<file path="src/rtl/wmar_pkg.sv">
// shared constants, types and helpers for the moving average ring
// no dependencies
`default_nettype none

package wmar_pkg;

    // store geometry
    localparam int DEPTH       = 128;
    localparam int SAMPLE_BITS = 16;

    // port field widths
    localparam int IN_BITS  = 16;
    localparam int WIN_BITS = 8;
    localparam int OUT_BITS = 16;

    // derived widths
    localparam int ADDR_W  = (DEPTH > 1) ? $clog2(DEPTH) : 1;
    localparam int CNT_W   = $clog2(DEPTH + 1);
    localparam int CLAMP_W = (CNT_W > WIN_BITS) ? CNT_W : WIN_BITS;
    localparam int CALC_W  = CNT_W + 1;
    localparam int SUM_W   = SAMPLE_BITS + CNT_W;
    localparam int QUOT_W  = (SUM_W > OUT_BITS) ? SUM_W : OUT_BITS;
    localparam int DIVC_W  = $clog2(QUOT_W);
    localparam int WIDE_W  = (SAMPLE_BITS > IN_BITS) ? SAMPLE_BITS : IN_BITS;

    // request action codes
    localparam logic ACT_PUSH  = 1'b0;
    localparam logic ACT_QUERY = 1'b1;

    typedef logic [ADDR_W-1:0]      addr_t;
    typedef logic [CNT_W-1:0]       count_t;
    typedef logic [SAMPLE_BITS-1:0] sample_t;
    typedef logic [SUM_W-1:0]       sum_t;
    typedef logic [QUOT_W-1:0]      quot_t;

    typedef enum logic [2:0] {
        ST_CLEAR,
        ST_IDLE,
        ST_READ,
        ST_DIVIDE,
        ST_DONE
    } state_t;

    // fit the input sample to the stored width
    function automatic sample_t to_sample(input logic [IN_BITS-1:0] v);
        logic [WIDE_W-1:0] t;
        t = WIDE_W'(v);
        return t[SAMPLE_BITS-1:0];
    endfunction

endpackage

`default_nettype wire

</file>
<file path="src/rtl/wmar_ram.sv">
// generic single write, single read ram with registered read data
// no dependencies
`default_nettype none

module wmar_ram #(
    parameter int WIDTH = 16,
    parameter int DEPTH = 128
) (
    input  wire logic                                       clk,
    input  wire logic                                       we,
    input  wire logic [((DEPTH > 1) ? $clog2(DEPTH) : 1)-1:0] waddr,
    input  wire logic [WIDTH-1:0]                           wdata,
    input  wire logic                                       re,
    input  wire logic [((DEPTH > 1) ? $clog2(DEPTH) : 1)-1:0] raddr,
    output logic      [WIDTH-1:0]                           rdata
);

    logic [WIDTH-1:0] mem [DEPTH];

    // write port
    always_ff @(posedge clk)
    begin
        if (we)
        begin
            mem[waddr] <= wdata;
        end
    end

    // registered read port
    always_ff @(posedge clk)
    begin
        if (re)
        begin
            rdata <= mem[raddr];
        end
    end

endmodule

`default_nettype wire

</file>
<file path="src/rtl/windowed_moving_average_ring.sv">
// moving average over a ring store of samples, top level
// depends on wmar_pkg and wmar_ram
//
//  channel   signals                                        handshake
//  request   action, sample_value, window_size              start && !busy
//  result    average_value                                  done, one cycle, no stall
//
// a push is written to the store as it is taken and leaves busy low, so requests may follow back to back
// a query reads and sums its window from the store, then divides the sum bit-serially
// over the QUOT_W (24 by default) quotient bits and raises done with the result
// an empty window answers in the next cycle; the single store read port sets the read phase
// after reset a clearing pass writes zero to every one of the DEPTH (128) slots, with busy high
// the receiver cannot stall: done is high for exactly one cycle per query
`default_nettype none

module windowed_moving_average_ring (
    input  wire logic        clk,
    input  wire logic        rst_n,
    input  wire logic        start,
    output logic             busy,
    input  wire logic        action,
    input  wire logic [15:0] sample_value,
    input  wire logic [7:0]  window_size,
    output logic             done,
    output logic      [15:0] average_value
);

    wmar_pkg::state_t state_reg, state_next;
    wmar_pkg::addr_t  addr_reg, addr_next;
    wmar_pkg::addr_t  wp_reg, wp_next;
    wmar_pkg::count_t remain_reg, remain_next;
    wmar_pkg::count_t win_reg, win_next;
    logic             pend_reg, pend_next;
    wmar_pkg::sum_t   acc_reg, acc_next;
    wmar_pkg::quot_t  q_reg, q_next;
    wmar_pkg::count_t rem_reg, rem_next;
    logic [wmar_pkg::DIVC_W-1:0] divc_reg, divc_next;

    logic                    ram_we;
    wmar_pkg::addr_t         ram_waddr;
    wmar_pkg::sample_t       ram_wdata;
    logic                    ram_re;
    wmar_pkg::sample_t       ram_rdata;

    logic                      accept;
    logic [wmar_pkg::CLAMP_W-1:0] win_wide;
    wmar_pkg::count_t          win_clamped;
    logic [wmar_pkg::CALC_W-1:0] start_calc;
    wmar_pkg::addr_t           start_addr;
    wmar_pkg::addr_t           addr_inc;
    wmar_pkg::addr_t           wp_inc;
    logic [wmar_pkg::CNT_W:0]  trial;
    logic                      trial_ge;

    // sample store
    wmar_ram #(
        .WIDTH (wmar_pkg::SAMPLE_BITS),
        .DEPTH (wmar_pkg::DEPTH)
    ) u_store (
        .clk   (clk),
        .we    (ram_we),
        .waddr (ram_waddr),
        .wdata (ram_wdata),
        .re    (ram_re),
        .raddr (addr_reg),
        .rdata (ram_rdata)
    );

    // request decode, window clamp and window start
    always_comb
    begin
        accept   = start && (state_reg == wmar_pkg::ST_IDLE);
        win_wide = wmar_pkg::CLAMP_W'(window_size);
        if (win_wide > wmar_pkg::CLAMP_W'(wmar_pkg::DEPTH))
        begin
            win_clamped = wmar_pkg::CNT_W'(wmar_pkg::DEPTH);
        end
        else
        begin
            win_clamped = win_wide[wmar_pkg::CNT_W-1:0];
        end
        if (wmar_pkg::CALC_W'(wp_reg) >= wmar_pkg::CALC_W'(win_clamped))
        begin
            start_calc = wmar_pkg::CALC_W'(wp_reg) - wmar_pkg::CALC_W'(win_clamped);
        end
        else
        begin
            start_calc = wmar_pkg::CALC_W'(wp_reg) + wmar_pkg::CALC_W'(wmar_pkg::DEPTH)
                         - wmar_pkg::CALC_W'(win_clamped);
        end
        start_addr = start_calc[wmar_pkg::ADDR_W-1:0];
        addr_inc   = (addr_reg == wmar_pkg::ADDR_W'(wmar_pkg::DEPTH - 1))
                     ? '0 : addr_reg + wmar_pkg::ADDR_W'(1);
        wp_inc     = (wp_reg == wmar_pkg::ADDR_W'(wmar_pkg::DEPTH - 1))
                     ? '0 : wp_reg + wmar_pkg::ADDR_W'(1);
    end

    // restoring division step
    always_comb
    begin
        trial    = {rem_reg, q_reg[wmar_pkg::QUOT_W-1]};
        trial_ge = (trial >= (wmar_pkg::CNT_W + 1)'(win_reg));
    end

    // control state register
    always_ff @(posedge clk or negedge rst_n)
    begin
        if (!rst_n)
        begin
            state_reg  <= wmar_pkg::ST_CLEAR;
            addr_reg   <= '0;
            wp_reg     <= '0;
            remain_reg <= '0;
            pend_reg   <= 1'b0;
            divc_reg   <= '0;
        end
        else
        begin
            state_reg  <= state_next;
            addr_reg   <= addr_next;
            wp_reg     <= wp_next;
            remain_reg <= remain_next;
            pend_reg   <= pend_next;
            divc_reg   <= divc_next;
        end
    end

    // datapath registers
    always_ff @(posedge clk)
    begin
        win_reg <= win_next;
        acc_reg <= acc_next;
        q_reg   <= q_next;
        rem_reg <= rem_next;
    end

    // next state and outputs
    always_comb
    begin
        state_next  = state_reg;
        addr_next   = addr_reg;
        wp_next     = wp_reg;
        remain_next = remain_reg;
        pend_next   = 1'b0;
        divc_next   = divc_reg;
        win_next    = win_reg;
        acc_next    = acc_reg;
        q_next      = q_reg;
        rem_next    = rem_reg;
        ram_we      = 1'b0;
        ram_waddr   = wp_reg;
        ram_wdata   = wmar_pkg::to_sample(sample_value);
        ram_re      = 1'b0;
        busy        = 1'b1;
        done        = 1'b0;

        unique case (state_reg)
            wmar_pkg::ST_CLEAR:
            begin
                // zero every slot once after reset
                ram_we    = 1'b1;
                ram_waddr = addr_reg;
                ram_wdata = '0;
                addr_next = addr_inc;
                if (addr_reg == wmar_pkg::ADDR_W'(wmar_pkg::DEPTH - 1))
                begin
                    state_next = wmar_pkg::ST_IDLE;
                end
            end

            wmar_pkg::ST_IDLE:
            begin
                busy = 1'b0;
                if (accept)
                begin
                    if (action == wmar_pkg::ACT_PUSH)
                    begin
                        ram_we  = 1'b1;
                        wp_next = wp_inc;
                    end
                    else if (win_clamped == '0)
                    begin
                        q_next     = '0;
                        state_next = wmar_pkg::ST_DONE;
                    end
                    else
                    begin
                        win_next    = win_clamped;
                        remain_next = win_clamped;
                        addr_next   = start_addr;
                        acc_next    = '0;
                        state_next  = wmar_pkg::ST_READ;
                    end
                end
            end

            wmar_pkg::ST_READ:
            begin
                // one store read per cycle, summed from the registered read data
                if (remain_reg != '0)
                begin
                    ram_re      = 1'b1;
                    addr_next   = addr_inc;
                    remain_next = remain_reg - wmar_pkg::CNT_W'(1);
                    pend_next   = 1'b1;
                end
                if (pend_reg)
                begin
                    acc_next = acc_reg + wmar_pkg::SUM_W'(ram_rdata);
                end
                if ((remain_reg == '0) && !pend_reg)
                begin
                    q_next     = wmar_pkg::QUOT_W'(acc_reg);
                    rem_next   = '0;
                    divc_next  = wmar_pkg::DIVC_W'(wmar_pkg::QUOT_W - 1);
                    state_next = wmar_pkg::ST_DIVIDE;
                end
            end

            wmar_pkg::ST_DIVIDE:
            begin
                // one quotient bit per cycle
                if (trial_ge)
                begin
                    rem_next = wmar_pkg::CNT_W'(trial - (wmar_pkg::CNT_W + 1)'(win_reg));
                end
                else
                begin
                    rem_next = trial[wmar_pkg::CNT_W-1:0];
                end
                q_next    = {q_reg[wmar_pkg::QUOT_W-2:0], trial_ge};
                divc_next = divc_reg - wmar_pkg::DIVC_W'(1);
                if (divc_reg == '0)
                begin
                    state_next = wmar_pkg::ST_DONE;
                end
            end

            wmar_pkg::ST_DONE:
            begin
                done       = 1'b1;
                state_next = wmar_pkg::ST_IDLE;
            end

            default:
            begin
                state_next = wmar_pkg::ST_IDLE;
            end
        endcase
    end

    assign average_value = q_reg[wmar_pkg::OUT_BITS-1:0];

endmodule

`default_nettype wire

</file>
<file path="config.mk">
export PLATFORM = sky130hd
export DESIGN_NAME = windowed_moving_average_ring
export DESIGN_NICKNAME = d
export VERILOG_FILES = /design/src/rtl/wmar_pkg.sv /design/src/rtl/wmar_ram.sv /design/src/rtl/windowed_moving_average_ring.sv
export SDC_FILE = /design/constraint.sdc
export NUM_CORES = 2
export LEC_CHECK = 0
export ABC_CLOCK_PERIOD_IN_PS = 7700
export BUFFER_PORTS_ARGS = -buffer_cell sky130_fd_sc_hd__clkbuf_2
export CAP_MARGIN = 20
export CORE_UTILIZATION = 50
export DETAILED_ROUTE_END_ITERATION = 8
export HOLD_SLACK_MARGIN = 0.15
export PLACE_DENSITY = 0.65
export SLEW_MARGIN = 20
export SYNTH_ARGS = -nofsm -noshare
export SYNTH_HDL_FRONTEND = slang
export SYNTH_SLANG_ARGS = --single-unit
</file>
<file path="constraint.sdc">
create_clock -name clk -period 7.7 [get_ports clk]
set_input_delay 0.385 -clock clk [delete_from_list [all_inputs] [get_ports clk]]
set_output_delay 0.385 -clock clk [all_outputs]
set_load 0.01 [all_outputs]
</file>
==> flow_summary.yaml <==
run_status:
  status: "completed"
timing:
  hold_viol: 0
  final.setup.worst_slack_ns: 3.25
  final-setup-viol-count: 0
  worst_pin_slew_ns: 1.27
  max_freq_mhz: 225
  timing.final.crit_share_pct: 57.8
  rsz0062_at_grt: "false"
  finalSetupTns_ns: 0
  finalCriticalPeriod_ns: 4.45
  skew_ns: 0.0609
  finalMaxSlewViolations: 0
  maxSlewHeadroom_pct: 13.1
setup_path:
  path_class: "reg2reg"
  critPathMaxFanout: 101
  cp-end-kind: "flip-flop"
  r2r_slack_ns: 3.25
  r2r_start: "addr_reg[0]"
  start_kind: "flip-flop"
  r2r_cells: 6
  worstPathArrival_ns: 5.06
  cp-startpoint: "addr_reg[0]"
  worstPathRequired_ns: 8.31
  worst_r2r_endpoint: "u_store.rdata[2]"
cts:
  cts.clk_slew.worst_paths_ns: 0.07
  cts_root_buffer: "clkbuf_16"
  clock-sinks: 2159
  ctsLongestPathBuffers: 3
  postCtsResizedCells: 0
  clk_latency_ns: 0.86
  post_cts_buffers: 0
  cts_tree: "done"
  h-tree-depth: 4
  cts-buffers-inserted: 210
die:
  die_x_um: 416
  core_area_mm2: 0.170
  die-height_um: 416
  die-area_mm2: 0.173
  initial_core_util_pct: 50.5
  rows: 151
  ioPinCount: 46
finish:
  seq_area_mm2: 0.0647
  syn2layout_area_growth_pct: 11.9
  nets: 4599
  mostFrequentLayoutCell: "edfxtp_1"
  drive_above_1_share_pct: 23.1
  fin_cells: 6934
  multi_input_area_mm2: 0.0195
  largest_reg_flops: 2048
  postLayoutCellArea_mm2: 0.0960
  fillers: 12500
  layout_common_cells: "edfxtp_1 (2,128), mux4_2 (430), mux2i_1 (224)"
worst_hold_path:
  hp-class: "in2reg"
  holdPathEnd: "u_store.mem[12][7]"
  hp-start: "sample_value[7]"
  min_delay_path_depth: 2
route:
  via_count: 43800
  met2_length_um: 100000
  wl_met3_um: 20000
  vias_per_cell: 6.32
  drt-pass1-iter-count: 7
  highest_layer: "met5"
  initialDrtViolationCount: 5809
  wire_per_inst_um: 31.2
  wirelength_um: 216000
  ant_nets: 0
  wl_met1_um: 89600
  route.detailed.drc: 0
yosys:
  yosysSeqAreaShare_pct: 75.4
  synthDistinctLibCells: 70
  synth_fp_nets: 4363
  syn_area_mm2: 0.0857
  ys_ff_latch: 2159
  synth_ff_type: "edfxtp_1"
  synth_edf_count: 2128
  postSynthAreaPerCell_um2: 20.0
  synthCells: 4296
  asyncSetResetFlopFracSynth_pct: 1.44
  yosys_warnings: 0
placed_design:
  dp_hpwl_um: 127000
  place_ws_ns: 3.06
  portBuffers: 45
  place_area_mm2: 0.0891
  globalplace.congestion: 0.852
  dp.cells: 6515
flow_run:
  max_cap_violations: 0
pwr:
  power_leakage_nw: 31.3
  powerDensity_mw_per_mm2: 373
  p_total_mw: 35.8
  ir_worst_vdd_uv: 355
grt:
  antenna_found_initial: 14
  grt_pass1_vias: 43000
  grt.overflow.total: 0
  grt_first_pass_wirelength_um: 311000
  grt_max_degree: 102
  grtUsageTotal_pct: 25.1
[kinds of logic (layout without fill, tap and decap cells)]
logic type                 Yosys count  after routing  synth area share, %
adders and majority gates           39             39                0.595
AOI/OAI and AO/OA                  540            540                 4.33
and+or+nand+nor                    527            527                 2.76
DFF                               2159           2159                 75.4
buffers and inverters              292            711                 1.92
muxes                              717            717                 14.7
xor gates and xnor gates            22             22                0.225
other                                0              1                    0
[area by class of cell]
class	count	share of cell area, %
Inverter	37	0.145
Clock inverter	132	1.21
Multi-Input combinational cell	1845	20.4
Timing Repair Buffer	279	2.25
Clock buffer	263	5.74
Tap cell	2218	2.89
Sequential cell	2159	67.4
Antenna cell	1	0.00261
[what timing repair did]
action | in CTS | in global routing
hold buffers | 23 | 0
endpoints found under the setup margin | 0 | 0
hold endpoints to repair | 275 | 0
[report_power, final]
part | total, mW | internal (mW) | switching [mW]
sequential | 15.0 | 14.5 | 0.515
clock | 9.98 | 5.58 | 4.40
combinational | 10.8 | 3.92 | 6.92
[stage by stage]
stage	util (%)	hold slack, ns
2_1_floorplan	-	0.0894
4_1_cts	56.5	0.159
5_1_grt	56.5	0.180
6_report	56.5	0.189
3_5_place_dp	52.4	0.493
3_3_place_gp	52.4	0.485
[worst max-delay path, cell delays in order, from the launching register on]
cell and delay, ns:
dfrtp_4 1.03, buf_12 0.60, buf_4 0.49, mux4_2 0.55, a2111oi_0 0.74, o311ai_0 0.44, o32a_1 0.27
[synth_stat cells, types with 42 or more instances]
| cell type | number | area, um2 |
|---|---|---|
| a22oi_1 | 63 | 473 |
| edfxtp_1 | 2128 | 63900 |
| mux2_2 | 63 | 709 |
| mux4_2 | 430 | 9680 |
| nand2_1 | 136 | 510 |
| o21ai_0 | 92 | 460 |
| a21oi_1 | 92 | 460 |
| clkbuf_1 | 93 | 349 |
| nor2_1 | 223 | 837 |
| buf_4 | 46 | 345 |
| a22o_1 | 42 | 368 |
| mux2i_1 | 224 | 2240 |
| buf_2 | 59 | 295 |
[how the worst max path moves through the flow]
stage	to	slack, ns	cells after the start
floorplan	q_reg[0]	4.16	4
global placement	u_store.rdata[13]	2.54	9
detailed placement	u_store.rdata[2]	3.06	6
CTS	u_store.rdata[2]	3.04	6
global route	u_store.rdata[9]	3.01	6
finish	u_store.rdata[2]	3.25	6
[routing by layer]
metal	global-route usage, %	vias up
met2	38.1	2165
met5	0	-
met1	36.9	23100
met4	7.59	12
li1	-	18200
met3	5.22	341
Note: power is estimated with default switching activity, not from simulation.
